==> src/rtl/core/earliest_free_worker_assigner_unit_assert.svh <==
// Assertion macros for the earliest-free worker assigner.
// Each macro expects signals named clk and arst_n in the scope of use.
`ifndef EARLIEST_FREE_WORKER_ASSIGNER_UNIT_ASSERT_SVH
`define EARLIEST_FREE_WORKER_ASSIGNER_UNIT_ASSERT_SVH

// Same-cycle implication, checked outside reset.
`define EFWA_ASSERT_SAME(label, ante, cons, msg) \
	label: assert property (@(posedge clk) disable iff (!arst_n) (ante) |-> (cons)) \
		else $error(msg);

// Next-cycle implication, checked outside reset.
`define EFWA_ASSERT_NEXT(label, ante, cons, msg) \
	label: assert property (@(posedge clk) disable iff (!arst_n) (ante) |=> (cons)) \
		else $error(msg);

`endif

==> src/rtl/core/efwa_pkg.sv <==
// ----------------------------------------------------------------------------
// efwa_pkg
// Shared widths, defaults and control types of the earliest-free worker
// assigner.
// ----------------------------------------------------------------------------
package efwa_pkg;

	// Field widths fixed by the interface.
	localparam int DUR_W   = 32;
	localparam int TIME_W  = 48;
	localparam int IDX_W   = 4;
	localparam int COUNT_W = 5;

	// Default number of workers built.
	localparam int MAX_WORKERS_DEF = 16;

	// Reset value of the worker count register.
	localparam logic [COUNT_W-1:0] COUNT_RESET = COUNT_W'(1);

	// Largest representable time; sums saturate here.
	localparam logic [TIME_W-1:0] TIME_MAX = '1;

	// Controller states, one-hot.
	typedef enum logic [2:0] {
		ST_IDLE   = 3'b001,
		ST_SCAN   = 3'b010,
		ST_UPDATE = 3'b100
	} state_t;

	// Commands from the controller to the datapath.
	typedef struct packed {
		logic load;    // take a new item and restart the scan
		logic scan;    // examine one worker entry
		logic commit;  // write back the free time and present the result
	} cmd_t;

	// Status from the datapath to the controller.
	typedef struct packed {
		logic scan_last;  // the entry under examination is the last active one
		logic out_free;   // the output register can take a result this cycle
	} sts_t;

endpackage

==> src/rtl/core/efwa_if.sv <==
// ----------------------------------------------------------------------------
// efwa_job_if / efwa_result_if
// Valid/ready channels carrying job items in and assignment items out.
// ----------------------------------------------------------------------------
interface efwa_job_if;
	logic                       valid;
	logic                       ready;
	logic [efwa_pkg::DUR_W-1:0] job_duration;

	modport source (output valid, output job_duration, input ready);
	modport sink   (input valid, input job_duration, output ready);
endinterface

interface efwa_result_if;
	logic                        valid;
	logic                        ready;
	logic [efwa_pkg::IDX_W-1:0]  worker_index;
	logic [efwa_pkg::TIME_W-1:0] start_time;

	modport source (output valid, output worker_index, output start_time, input ready);
	modport sink   (input valid, input worker_index, input start_time, output ready);
endinterface

==> src/rtl/core/efwa_datapath.sv <==
// ----------------------------------------------------------------------------
// efwa_datapath
// Free-time registers, sequential minimum scan, saturating update and the
// output register.
// ----------------------------------------------------------------------------
module efwa_datapath #(
	parameter int MAX_WORKERS = efwa_pkg::MAX_WORKERS_DEF
) (
	input  logic                          clk,
	input  logic                          arst_n,
	input  logic                          cfg_we,
	input  logic [efwa_pkg::COUNT_W-1:0]  cfg_wdata,
	input  logic [efwa_pkg::DUR_W-1:0]    job_duration,
	input  efwa_pkg::cmd_t                cmd,
	output efwa_pkg::sts_t                sts,
	input  logic                          res_ready,
	output logic                          res_valid,
	output logic [efwa_pkg::IDX_W-1:0]    worker_index,
	output logic [efwa_pkg::TIME_W-1:0]   start_time
);

	// Only workers reachable through the count register are stored.
	localparam int CountMax = (2 ** efwa_pkg::COUNT_W) - 1;
	localparam int Depth    = (MAX_WORKERS < CountMax) ? MAX_WORKERS : CountMax;
	localparam int SelW     = (Depth > 1) ? $clog2(Depth) : 1;

	logic [efwa_pkg::COUNT_W-1:0] count_q;
	logic [efwa_pkg::COUNT_W-1:0] active;
	logic [SelW-1:0]              last_sel;
	logic [efwa_pkg::TIME_W-1:0]  free_time_q [Depth];
	logic [efwa_pkg::DUR_W-1:0]   dur_q;
	logic [SelW-1:0]              sel_q;
	logic [SelW-1:0]              best_sel_q;
	logic [efwa_pkg::TIME_W-1:0]  best_time_q;
	logic [efwa_pkg::TIME_W-1:0]  rd_time;
	logic                         take;
	logic [efwa_pkg::TIME_W:0]    sum;
	logic [efwa_pkg::TIME_W-1:0]  new_time;
	logic                         out_valid_q;
	logic [efwa_pkg::IDX_W-1:0]   worker_index_q;
	logic [efwa_pkg::TIME_W-1:0]  start_time_q;

	// Worker count register.
	always_ff @(posedge clk or negedge arst_n) begin
		if (!arst_n) begin
			count_q <= efwa_pkg::COUNT_RESET;
		end else if (cfg_we) begin
			count_q <= cfg_wdata;
		end
	end

	// Number of workers searched: zero means one, and the count is capped at the
	// number built.
	always_comb begin
		if (count_q == '0) begin
			active = efwa_pkg::COUNT_W'(1);
		end else if (int'(count_q) > Depth) begin
			active = efwa_pkg::COUNT_W'(Depth);
		end else begin
			active = count_q;
		end
	end

	assign last_sel = SelW'(active - efwa_pkg::COUNT_W'(1));

	// Entry under examination and the running-minimum decision. A strict
	// comparison keeps the lowest index on a tie.
	assign rd_time = free_time_q[sel_q];
	assign take    = (sel_q == '0) || (rd_time < best_time_q);

	// Saturating free-time update for the chosen worker.
	assign sum      = {1'b0, best_time_q} + (efwa_pkg::TIME_W + 1)'(dur_q);
	assign new_time = sum[efwa_pkg::TIME_W] ? efwa_pkg::TIME_MAX
		: sum[efwa_pkg::TIME_W-1:0];

	// Item capture and scan registers.
	always_ff @(posedge clk or negedge arst_n) begin
		if (!arst_n) begin
			sel_q <= '0;
		end else if (cmd.load) begin
			sel_q <= '0;
		end else if (cmd.scan) begin
			sel_q <= sel_q + SelW'(1);
		end
	end

	always_ff @(posedge clk) begin
		if (cmd.load) begin
			dur_q <= job_duration;
		end
		if (cmd.scan && take) begin
			best_sel_q  <= sel_q;
			best_time_q <= rd_time;
		end
	end

	// Free-time registers, all zero after reset.
	always_ff @(posedge clk or negedge arst_n) begin
		if (!arst_n) begin
			for (int i = 0; i < Depth; i++) begin
				free_time_q[i] <= '0;
			end
		end else if (cmd.commit) begin
			free_time_q[best_sel_q] <= new_time;
		end
	end

	// Output register: holds a result until it is taken.
	always_ff @(posedge clk or negedge arst_n) begin
		if (!arst_n) begin
			out_valid_q <= 1'b0;
		end else if (cmd.commit) begin
			out_valid_q <= 1'b1;
		end else if (res_ready) begin
			out_valid_q <= 1'b0;
		end
	end

	always_ff @(posedge clk) begin
		if (cmd.commit) begin
			worker_index_q <= efwa_pkg::IDX_W'(best_sel_q);
			start_time_q   <= best_time_q;
		end
	end

	// Status back to the controller.
	assign sts.scan_last = (sel_q == last_sel);
	assign sts.out_free  = !out_valid_q || res_ready;

	assign res_valid    = out_valid_q;
	assign worker_index = worker_index_q;
	assign start_time   = start_time_q;

endmodule

==> src/rtl/core/efwa_ctrl.sv <==
// ----------------------------------------------------------------------------
// efwa_ctrl
// Sequencer: accepts an item, steps the scan over the active workers and
// commits the result when the output register has room.
// ----------------------------------------------------------------------------
module efwa_ctrl (
	input  logic           clk,
	input  logic           arst_n,
	input  logic           job_valid,
	output logic           job_ready,
	input  efwa_pkg::sts_t sts,
	output efwa_pkg::cmd_t cmd
);

	efwa_pkg::state_t state_q;
	efwa_pkg::state_t state_d;
	logic             commit;
	logic             ready;

	// A new item is taken when idle, or in the cycle that the previous one commits.
	assign commit = (state_q == efwa_pkg::ST_UPDATE) && sts.out_free;
	assign ready  = (state_q == efwa_pkg::ST_IDLE) || commit;

	assign cmd.load   = job_valid && ready;
	assign cmd.scan   = (state_q == efwa_pkg::ST_SCAN);
	assign cmd.commit = commit;
	assign job_ready  = ready;

	// Next-state logic.
	always_comb begin
		state_d = state_q;
		unique case (state_q)
			efwa_pkg::ST_IDLE: begin
				if (job_valid) begin
					state_d = efwa_pkg::ST_SCAN;
				end
			end
			efwa_pkg::ST_SCAN: begin
				if (sts.scan_last) begin
					state_d = efwa_pkg::ST_UPDATE;
				end
			end
			efwa_pkg::ST_UPDATE: begin
				if (sts.out_free) begin
					state_d = job_valid ? efwa_pkg::ST_SCAN : efwa_pkg::ST_IDLE;
				end
			end
			default: begin
				state_d = efwa_pkg::ST_IDLE;
			end
		endcase
	end

	// State register.
	always_ff @(posedge clk or negedge arst_n) begin
		if (!arst_n) begin
			state_q <= efwa_pkg::ST_IDLE;
		end else begin
			state_q <= state_d;
		end
	end

endmodule

==> src/rtl/core/earliest_free_worker_assigner_unit.sv <==
// ----------------------------------------------------------------------------
// earliest_free_worker_assigner_unit
// Assigns each job to the worker that becomes free earliest and reports the
// chosen worker and the job's start time.
// ----------------------------------------------------------------------------
// Channel   Direction  Payload                          Handshake
// job       in         job_duration[31:0]               valid/ready
// result    out        worker_index[3:0], start_time[47:0]  valid/ready
// cfg       in         cfg_wdata[4:0] (worker count)    cfg_we, no wait
//
// Each item is scanned over the N active workers, N being the active worker
// count, one free-time register per cycle; then the chosen worker's free
// time is written back with a saturating add.
// The next item is accepted in the write-back cycle, so it overlaps with the
// result waiting in the output register.
// A stalled result only holds the write-back of the following item.
// Reset clears all free times to zero and sets the worker count to one.
// ----------------------------------------------------------------------------
`include "earliest_free_worker_assigner_unit_assert.svh"

module earliest_free_worker_assigner_unit #(
	parameter int MAX_WORKERS = efwa_pkg::MAX_WORKERS_DEF
) (
	input  logic                         clk,
	input  logic                         arst_n,
	input  logic                         cfg_we,
	input  logic [efwa_pkg::COUNT_W-1:0] cfg_wdata,
	efwa_job_if.sink                     job,
	efwa_result_if.source                result
);

	efwa_pkg::cmd_t cmd;
	efwa_pkg::sts_t sts;

	// Sequencer.
	efwa_ctrl u_ctrl (
		.clk       (clk),
		.arst_n    (arst_n),
		.job_valid (job.valid),
		.job_ready (job.ready),
		.sts       (sts),
		.cmd       (cmd)
	);

	// Free-time storage, scan and output register.
	efwa_datapath #(
		.MAX_WORKERS (MAX_WORKERS)
	) u_datapath (
		.clk          (clk),
		.arst_n       (arst_n),
		.cfg_we       (cfg_we),
		.cfg_wdata    (cfg_wdata),
		.job_duration (job.job_duration),
		.cmd          (cmd),
		.sts          (sts),
		.res_ready    (result.ready),
		.res_valid    (result.valid),
		.worker_index (result.worker_index),
		.start_time   (result.start_time)
	);

	// An accepted item always starts a scan in the following cycle.
	`EFWA_ASSERT_NEXT(a_load_starts_scan, cmd.load, cmd.scan && !job.ready, "no scan after item")
	// A result appears only after a commit.
	`EFWA_ASSERT_SAME(a_valid_commit, $rose(result.valid), $past(cmd.commit), "stray result")
	// A commit never overwrites a result that is still waiting.
	`EFWA_ASSERT_SAME(a_no_overwrite, cmd.commit && result.valid, result.ready, "overwrite")

endmodule

==> src/flat_wrapper.sv <==
// flat-port wrapper written by rule: the top's interface ports become plain ports
module earliest_free_worker_assigner_unit_flat 
#(
	parameter int MAX_WORKERS = efwa_pkg::MAX_WORKERS_DEF
)
  (clk, arst_n, cfg_we, cfg_wdata, job_valid, job_job_duration, job_ready, result_valid, result_worker_index, result_start_time, result_ready);
  efwa_job_if job_i ();
  efwa_result_if result_i ();
  input  logic clk;
  input  logic arst_n;
  input  logic cfg_we;
  input  logic [efwa_pkg::COUNT_W-1:0] cfg_wdata;
  input wire logic [$bits(job_i.valid)-1:0] job_valid;
  input wire logic [$bits(job_i.job_duration)-1:0] job_job_duration;
  output wire logic [$bits(job_i.ready)-1:0] job_ready;
  output wire logic [$bits(result_i.valid)-1:0] result_valid;
  output wire logic [$bits(result_i.worker_index)-1:0] result_worker_index;
  output wire logic [$bits(result_i.start_time)-1:0] result_start_time;
  input wire logic [$bits(result_i.ready)-1:0] result_ready;
  assign job_i.valid = job_valid;
  assign job_i.job_duration = job_job_duration;
  assign job_ready = job_i.ready;
  assign result_valid = result_i.valid;
  assign result_worker_index = result_i.worker_index;
  assign result_start_time = result_i.start_time;
  assign result_i.ready = result_ready;
  earliest_free_worker_assigner_unit #(.MAX_WORKERS(MAX_WORKERS)) u_core (.clk(clk), .arst_n(arst_n), .cfg_we(cfg_we), .cfg_wdata(cfg_wdata), .job(job_i), .result(result_i));
endmodule
==> config.mk <==
export PLATFORM = sky130hd
export DESIGN_NAME = earliest_free_worker_assigner_unit_flat
export DESIGN_NICKNAME = d
export VERILOG_FILES = /design/src/rtl/core/efwa_pkg.sv /design/src/rtl/core/efwa_if.sv /design/src/rtl/core/efwa_datapath.sv /design/src/rtl/core/efwa_ctrl.sv /design/src/rtl/core/earliest_free_worker_assigner_unit.sv /design/src/flat_wrapper.sv
export VERILOG_INCLUDE_DIRS = /design/src /design/src/rtl/core
export SDC_FILE = /design/constraint.sdc
export NUM_CORES = 2
export LEC_CHECK = 0
export ABC_AREA = 1
export ABC_CLOCK_PERIOD_IN_PS = 18050
export BUFFER_PORTS_ARGS = -buffer_cell sky130_fd_sc_hd__clkbuf_2
export CORE_UTILIZATION = 55
export DETAILED_ROUTE_END_ITERATION = 12
export GPL_TIMING_DRIVEN = 0
export PLACE_DENSITY = 0.81
export SLEW_MARGIN = 15
export SYNTH_ARGS = -nofsm -noshare
export SYNTH_HDL_FRONTEND = slang
export SYNTH_SLANG_ARGS = --single-unit
==> constraint.sdc <==
create_clock -name clk -period 18.05 [get_ports clk]
set_input_delay 0 -clock clk [delete_from_list [all_inputs] [get_ports clk]]
set_output_delay 0 -clock clk [all_outputs]
set_load 0.01 [all_outputs]
Word level (Yosys, flattened, before mapping)
Index checks and enable logic that the tools add are counted.
{"block": "classes", "n_addsub": 3, "order_cmp": 5, "n_eq_ne": 7, "n_mux": 18, "bitwise_logic": 2, "n_reduce_logical": 13}
{"cell": "$bwmux W768", "n": 1}
{"cell": "$bmux W48 S4", "n": 1}
{"cell": "$demux W48 S4", "n": 1}
{"cell": "$mux W48", "n": 4}
{"cell": "$add A48 B32 Y49", "n": 1}
{"cell": "$lt A48 B48 Y1", "n": 1}
{"cell": "$mux W4", "n": 4}
{"cell": "$ge A5 B5 Y1 const B", "n": 2}
{"cell": "$not A4 Y5", "n": 2}
{"cell": "$mux W3", "n": 3}
{"cell": "$pmux W3 S3", "n": 1}
{"cell": "$gt A5 B5 Y1 const B", "n": 1}
{"cell": "$logic_not A5 Y1", "n": 1}
{"cell": "$lt A5 B1 Y1 const B", "n": 1}
{"cell": "$add A4 B1 Y4 const B", "n": 1}
{"cell": "$eq A4 B4 Y1", "n": 1}
{"cell": "$logic_and A1 B1 Y1", "n": 4}
{"cell": "$logic_not A4 Y1", "n": 1}
{"cell": "$ne A2 B2 Y1 const B", "n": 2}
{"cell": "$reduce_bool A2 Y1", "n": 2}
{"cell": "$sub A4 B1 Y4 const B", "n": 1}
{"cell": "$eq A3 B1 Y1 const B", "n": 1}
{"cell": "$eq A3 B2 Y1 const B", "n": 1}
{"cell": "$eq A3 B3 Y1 const B", "n": 1}
{"cell": "6 further kinds", "n": 9}
{"block": "totals", "reg_bits": 917, "inputBits": 42, "wordCells": 73}

Logic depth before layout (Yosys ltp)
{"block": "depth", "depth_word": 7, "ltp_mapped": 22, "mapped_depth_nobuf": 19}

Cells and area by module
A second synthesis with hierarchy kept.
{"block": "hier_totals", "hier_cells": 5249, "area_unflattened_um2": 43650.6}
{"module": "efwa_datapath", "n_inst": 1, "cells_each": 5220, "area_each_um2": 43439.2, "seq_area_each_um2": 23553.8}
{"module": "efwa_ctrl", "n_inst": 1, "cells_each": 29, "area_each_um2": 211.5, "seq_area_each_um2": 76.3}

Least setup slack after synthesis
OpenSTA, ideal clock, no wires.
{"block": "synth_path", "path_kind": "reg-to-reg", "startpoint": "register u_core.u_datapath.sel_q[0]", "endpoint": "register u_core.u_datapath.best_sel_q[0] (enable)", "t_arrival_ns": 5.541, "setup_slack_ns": 12.031, "path_stages_with_launch": 21, "n_path_buf": 5, "period_less_slack_ns": 6.019, "cell_sequence": "dfrtp_1 -> clkbuf_1 -> inv_1 -> buf_2 -> clkbuf_1 -> clkbuf_1 -> clkbuf_1 -> nor2_1 -> o221ai_1 -> o211ai_1 -> nand3_1 -> ha_1 -> a21oi_1 -> nor2_1 -> a211oi_1 -> o221ai_1 -> nand2_1 -> nand3_1 -> a21oi_1 -> nand2_1 -> a21oi_1"}
{"block": "synth_between", "elab_chain_cells": 7}
{"item": "start, declared", "line_no": "efwa_datapath.sv:32", "source": "logic [SelW-1:0] sel_q;"}
{"item": "start signal, assigned", "line_no": "efwa_datapath.sv:83", "source": "sel_q <= sel_q + SelW'(1);"}
{"item": "$not A4 Y5 (implied by the code)", "line_no": "efwa_datapath.sv:68", "source": "assign rd_time = free_time_q[sel_q];"}
{"item": "$bmux W48 S4", "line_no": "efwa_datapath.sv:68"}
{"item": "$mux W48 (implied by the code) (2 in a row)", "line_no": "efwa_datapath.sv:68"}
{"item": "via u_core.u_datapath.rd_time (one bit)", "line_no": "efwa_datapath.sv:35", "source": "logic [efwa_pkg::TIME_W-1:0] rd_time;"}
{"item": "$lt A48 B48 Y1", "line_no": "efwa_datapath.sv:69", "source": "assign take = (sel_q == '0) || (rd_time < best_time_q);"}
{"item": "$logic_or A1 B1 Y1", "line_no": "efwa_datapath.sv:69"}
{"item": "$logic_and A1 B1 Y1", "line_no": "efwa_datapath.sv:91", "source": "if (cmd.scan && take) begin"}
{"item": "end signal, assigned", "line_no": "efwa_datapath.sv:92", "source": "best_sel_q <= sel_q;"}
{"item": "end, declared", "line_no": "efwa_datapath.sv:33", "source": "logic [SelW-1:0] best_sel_q;"}
The timed path passes the listed nets, and every way through them passes these cells. The select of a mux whose other input is x is not followed.
A chain may end at the register's enable or synchronous reset.

Worst setup path after layout
{"block": "layout_path", "startpoint": "register u_core.u_datapath.sel_q[0]", "endpoint": "register u_core.u_datapath.best_time_q[0] in the netlist's numbering (enable)"}
{"block": "layout_between", "elab_chain_cells": 7}
{"item": "$not A4 Y5 (implied by the code)", "line_no": "efwa_datapath.sv:68"}
{"item": "$bmux W48 S4", "line_no": "efwa_datapath.sv:68"}
{"item": "$mux W48 (implied by the code) (2 in a row)", "line_no": "efwa_datapath.sv:68"}
{"item": "via u_core.u_datapath.rd_time (one bit)", "line_no": "efwa_datapath.sv:35"}
{"item": "$lt A48 B48 Y1", "line_no": "efwa_datapath.sv:69"}
{"item": "$logic_or A1 B1 Y1", "line_no": "efwa_datapath.sv:69"}
{"item": "$logic_and A1 B1 Y1", "line_no": "efwa_datapath.sv:91"}
{"item": "end signal, assigned", "line_no": "efwa_datapath.sv:93", "source": "best_time_q <= rd_time;"}
{"item": "end, declared", "line_no": "efwa_datapath.sv:34", "source": "logic [efwa_pkg::TIME_W-1:0] best_time_q;"}
The timed path passes the listed nets, and every way through them passes these cells. The select of a mux whose other input is x is not followed.

==> run_results.csv <==
group,metric,value,unit
cts,cts_setup_buffers,0,
route,via_count,42031,
layout,final_common_cell,"nand2_1",
critical_path,start_kind,"register",
critical_path,cp.required,18.42,ns
power_and_ir_drop,intPower,4750,µW
power_and_ir_drop,pwr-share-comb,0.405,
cts,numCtsBuffers,96,
placed_design,port-buffer-count,94,
synthesis,ys.warnings.count,0,
timing,fin_ws,10.29,ns
synthesis,synth_cells,5263,
timing,fmax,129,MHz
placed_design,dp_hpwl,132,mm
critical_path,arrival,8.13,ns
cts,postCtsHoldBufs,52,
grt,grtUsageMet2,0.645,
cts,cts_resized,0,
placed_design,routabilityCongestion,1.05,
hold_path,min_path_type,"input port to register",
synthesis,synthArstFlopShare,0.852,
floorplan,ios,96,
route,initialDrtViolationCount,6494,
layout,fill_cells,6922,
timing,rsz0062_at_grt,"false",
power_and_ir_drop,p_clk_frac,0.243,
grt,grt_pass1_vias,39652,
critical_path,cp_max_fo,21,
floorplan,dieArea,80700,µm²
synthesis,synth_edf_count,136,
timing,maxSlewHeadroom,0.107,
grt,grtUsageMet1,0.604,
timing,slew_viol_final,0,
run,cap_violations,0,
cts,clk_pin_slew,0.06,ns
power_and_ir_drop,p_sw_frac,0.441,
route,ant_nets,0,
critical_path,path_class,"register to register",
grt,antenna_found_initial,9,
power_and_ir_drop,ir_drop,141,µV
grt,grt_usage,0.455,
layout,layout.nets,5648,
layout,layout.cells.most_common_list,"nand2_1 (1429), o21ai_0 (860), dfrtp_1 (779), inv_1 (432), a21oi_1 (367)",
route,drt_first_pass_iters,6,
floorplan,std_cell_rows,103,
layout,synthToLayoutAreaGrowth,13.7,%
synthesis,synth_area_per_cell,8.31,µm²
grt,grt_max_degree,100,
floorplan,die_w,284,µm
power_and_ir_drop,power_density,171,nW/µm²
synthesis,synth_area,43700,µm²
timing,min_period_over_period,0.430,
timing,worst_pin_slew,1.34,ns
critical_path,endpoint_kind,"register",
floorplan,coreArea,78900,µm²
timing,finalCriticalPeriod,7.76,ns
timing,setup_viol_count_final,0,
grt,grt_pass1_wl,266,mm
route,wl,184,mm
layout,fin_util,0.630,
route,wl_per_cell,27.7,µm
cts,htree_levels,3,
floorplan,initial_core_util,0.555,
grt,grt_use_met3,0.123,
power_and_ir_drop,power.total,8500,µW
timing,hold_viol_final,0,
grt,grt.overflow.total,0,
placed_design,place_worst_setup_slack,10.79,ns
synthesis,synthesis.nets,5388,
layout,drive_gt1_frac,0.0668,
layout,final_cells,6653,
cts,cts.path.max_buffers,3,
power_and_ir_drop,p_sw,3750,µW
synthesis,seq_area_frac_synth,0.540,
synthesis,synth_flop_cell,"dfrtp_1",
status,status,"completed",
synthesis,ys_types,52,
cts,cts_tree,"yes",
timing,fin_hold_ws,0.0402,ns
route,drc,0,
timing,clock_skew,0.0380,ns
grt,top_usage_layer,"met2",
floorplan,die_h,284,µm
cts,clkLatencyLatePin,0.70,ns
power_and_ir_drop,leakage,0.0232,µW
route,vias_per_cell,6.32,
power_and_ir_drop,seq_power_share,0.352,
placed_design,place_inst,6422,
cts,clock_sinks,917,
synthesis,yosys_register_bits,917,
cts,root_buffer,"clkbuf_16",
==> logic make-up (layout without fill, tap and decap cells) <==
| logic type | after synthesis | count (layout) | share of synthesized area |
|---|---|---|---|
| adder cells (fa/ha/maj) | 83 | 83 | 0.0239 |
| AO/OA/AOI/OAI | 1470 | 1470 | 0.180 |
| flip-flops | 917 | 917 | 0.540 |
| buffers and inverters | 815 | 1154 | 0.0728 |
| other | 0 | 1 | 0 |
| AND/OR/NAND/NOR | 1949 | 1949 | 0.177 |
| XOR/XNOR | 29 | 29 | 0.00581 |
==> routing by layer <==
layer	wire [µm]	vias to the layer above
met2	76500	3169
met3	23700	690
met1	68000	20269
met5	104	-
li1	-	17891
met4	16100	12
==> metrics by stage <==
| stage | setup TNS, ns | area (µm²) |
|---|---|---|
| after floorplan | 0 | 43700 |
| final | 0 | 49700 |
| after global placement | -1350.42 | 45500 |
| after detailed placement | 0 | 45900 |
| after CTS | 0 | 49700 |
| after global routing | 0 | 49700 |
==> critical path, stage by stage (launching register included) <==
cell and delay, ns:
dfrtp_1 0.38, clkbuf_1 0.40, clkbuf_1 0.68, clkbuf_1 0.86, clkbuf_1 0.84, o21ai_0 0.21
a21oi_1 0.46, a311o_1 0.41, ha_1 0.32, nand2_1 0.10, nor2_1 0.06, a211oi_1 0.87
o221a_2 0.35, nand2_1 0.09, nand2_1 0.13, nand2_1 0.25, a21oi_4 0.73, buf_16 0.25
==> power groups by stage <==
stage	Sequential (µW)	Clock [µW]	Combinational, µW
final	3000	2060	3440
after global routing	3040	2130	3610
after CTS	2980	2050	3260
after detailed placement	3010	0	3230
after global placement	3010	0	3150
after floorplan	2910	0	1820
==> state kept, by name, summed over array words and instances (netlist names) <==
name	flops
u_core.u_datapath.free_time_q	768
u_core.u_datapath.best_time_q	48
u_core.u_datapath.start_time	48
u_core.u_datapath.dur_q	32
u_core.u_datapath.count_q	5
u_core.u_datapath.best_sel_q	4
u_core.u_datapath.sel_q	4
u_core.u_datapath.worker_index	4
u_core.u_ctrl.state_q	3
u_core.u_datapath.res_valid	1
==> path summary, 6_finish.rpt <==
path	startpoint	cells past startpoint	slack (ns)	endpoint
max	u_core.u_datapath.sel_q[0]	17	10.29	u_core.u_datapath.best_time_q[0]
min	job_job_duration[5]	2	0.04	u_core.u_datapath.dur_q[5]
max reg2reg	u_core.u_datapath.sel_q[0]	17	10.29	u_core.u_datapath.best_time_q[0]
min reg2reg	u_core.u_datapath.sel_q[2]	0	0.45	u_core.u_datapath.best_sel_q[2]
max in group asynchronous	arst_n	6	16.13	u_core.u_datapath.free_time_q[8]
min in group asynchronous	arst_n	4	0.43	u_core.u_datapath.free_time_q[700]
==> synth_stat cells (all sizes together), types with 2 or more instances <==
master  count  share of area
or2        12         0.0017
dfrtp     779           0.45
o221ai     25         0.0050
a31oi      78          0.011
xor2       16         0.0032
buf        99          0.011
a21oi     372          0.043
nor4       10         0.0018
nand2    1429           0.12
ha         82          0.023
o211ai     13         0.0022
nor3       17         0.0019
a21boi      2        0.00043
nand4      18         0.0026
o21ai     885           0.10
nand3b      3        0.00060
or3         2        0.00029
dfstp       2         0.0012
xnor2      13         0.0026
nand3     148          0.019
o22ai      46         0.0066
a311o      30         0.0069
o21bai      3        0.00051
edfxtp    136          0.093
inv       442          0.038
nor3b       2        0.00046
clkbuf    273          0.023
a21o        4        0.00069
a211oi      4        0.00069
nor2      308          0.026
o21a        5        0.00086
==> final cells by class <==
class                   instances  area (µm²)  share of cell area
clock inverters                26         320             0.00644
repair buffers                162        1390              0.0280
diodes                          1        2.50           0.0000503
flip-flops and latches        917       23600               0.475
inverters                     443        1670              0.0335
clock buffers                 151        2910              0.0585
multi-input cells            3531       17000               0.341
well taps                    1050        1310              0.0264
plain buffers                 372        1520              0.0305
Power figures use the tool's default switching activity.
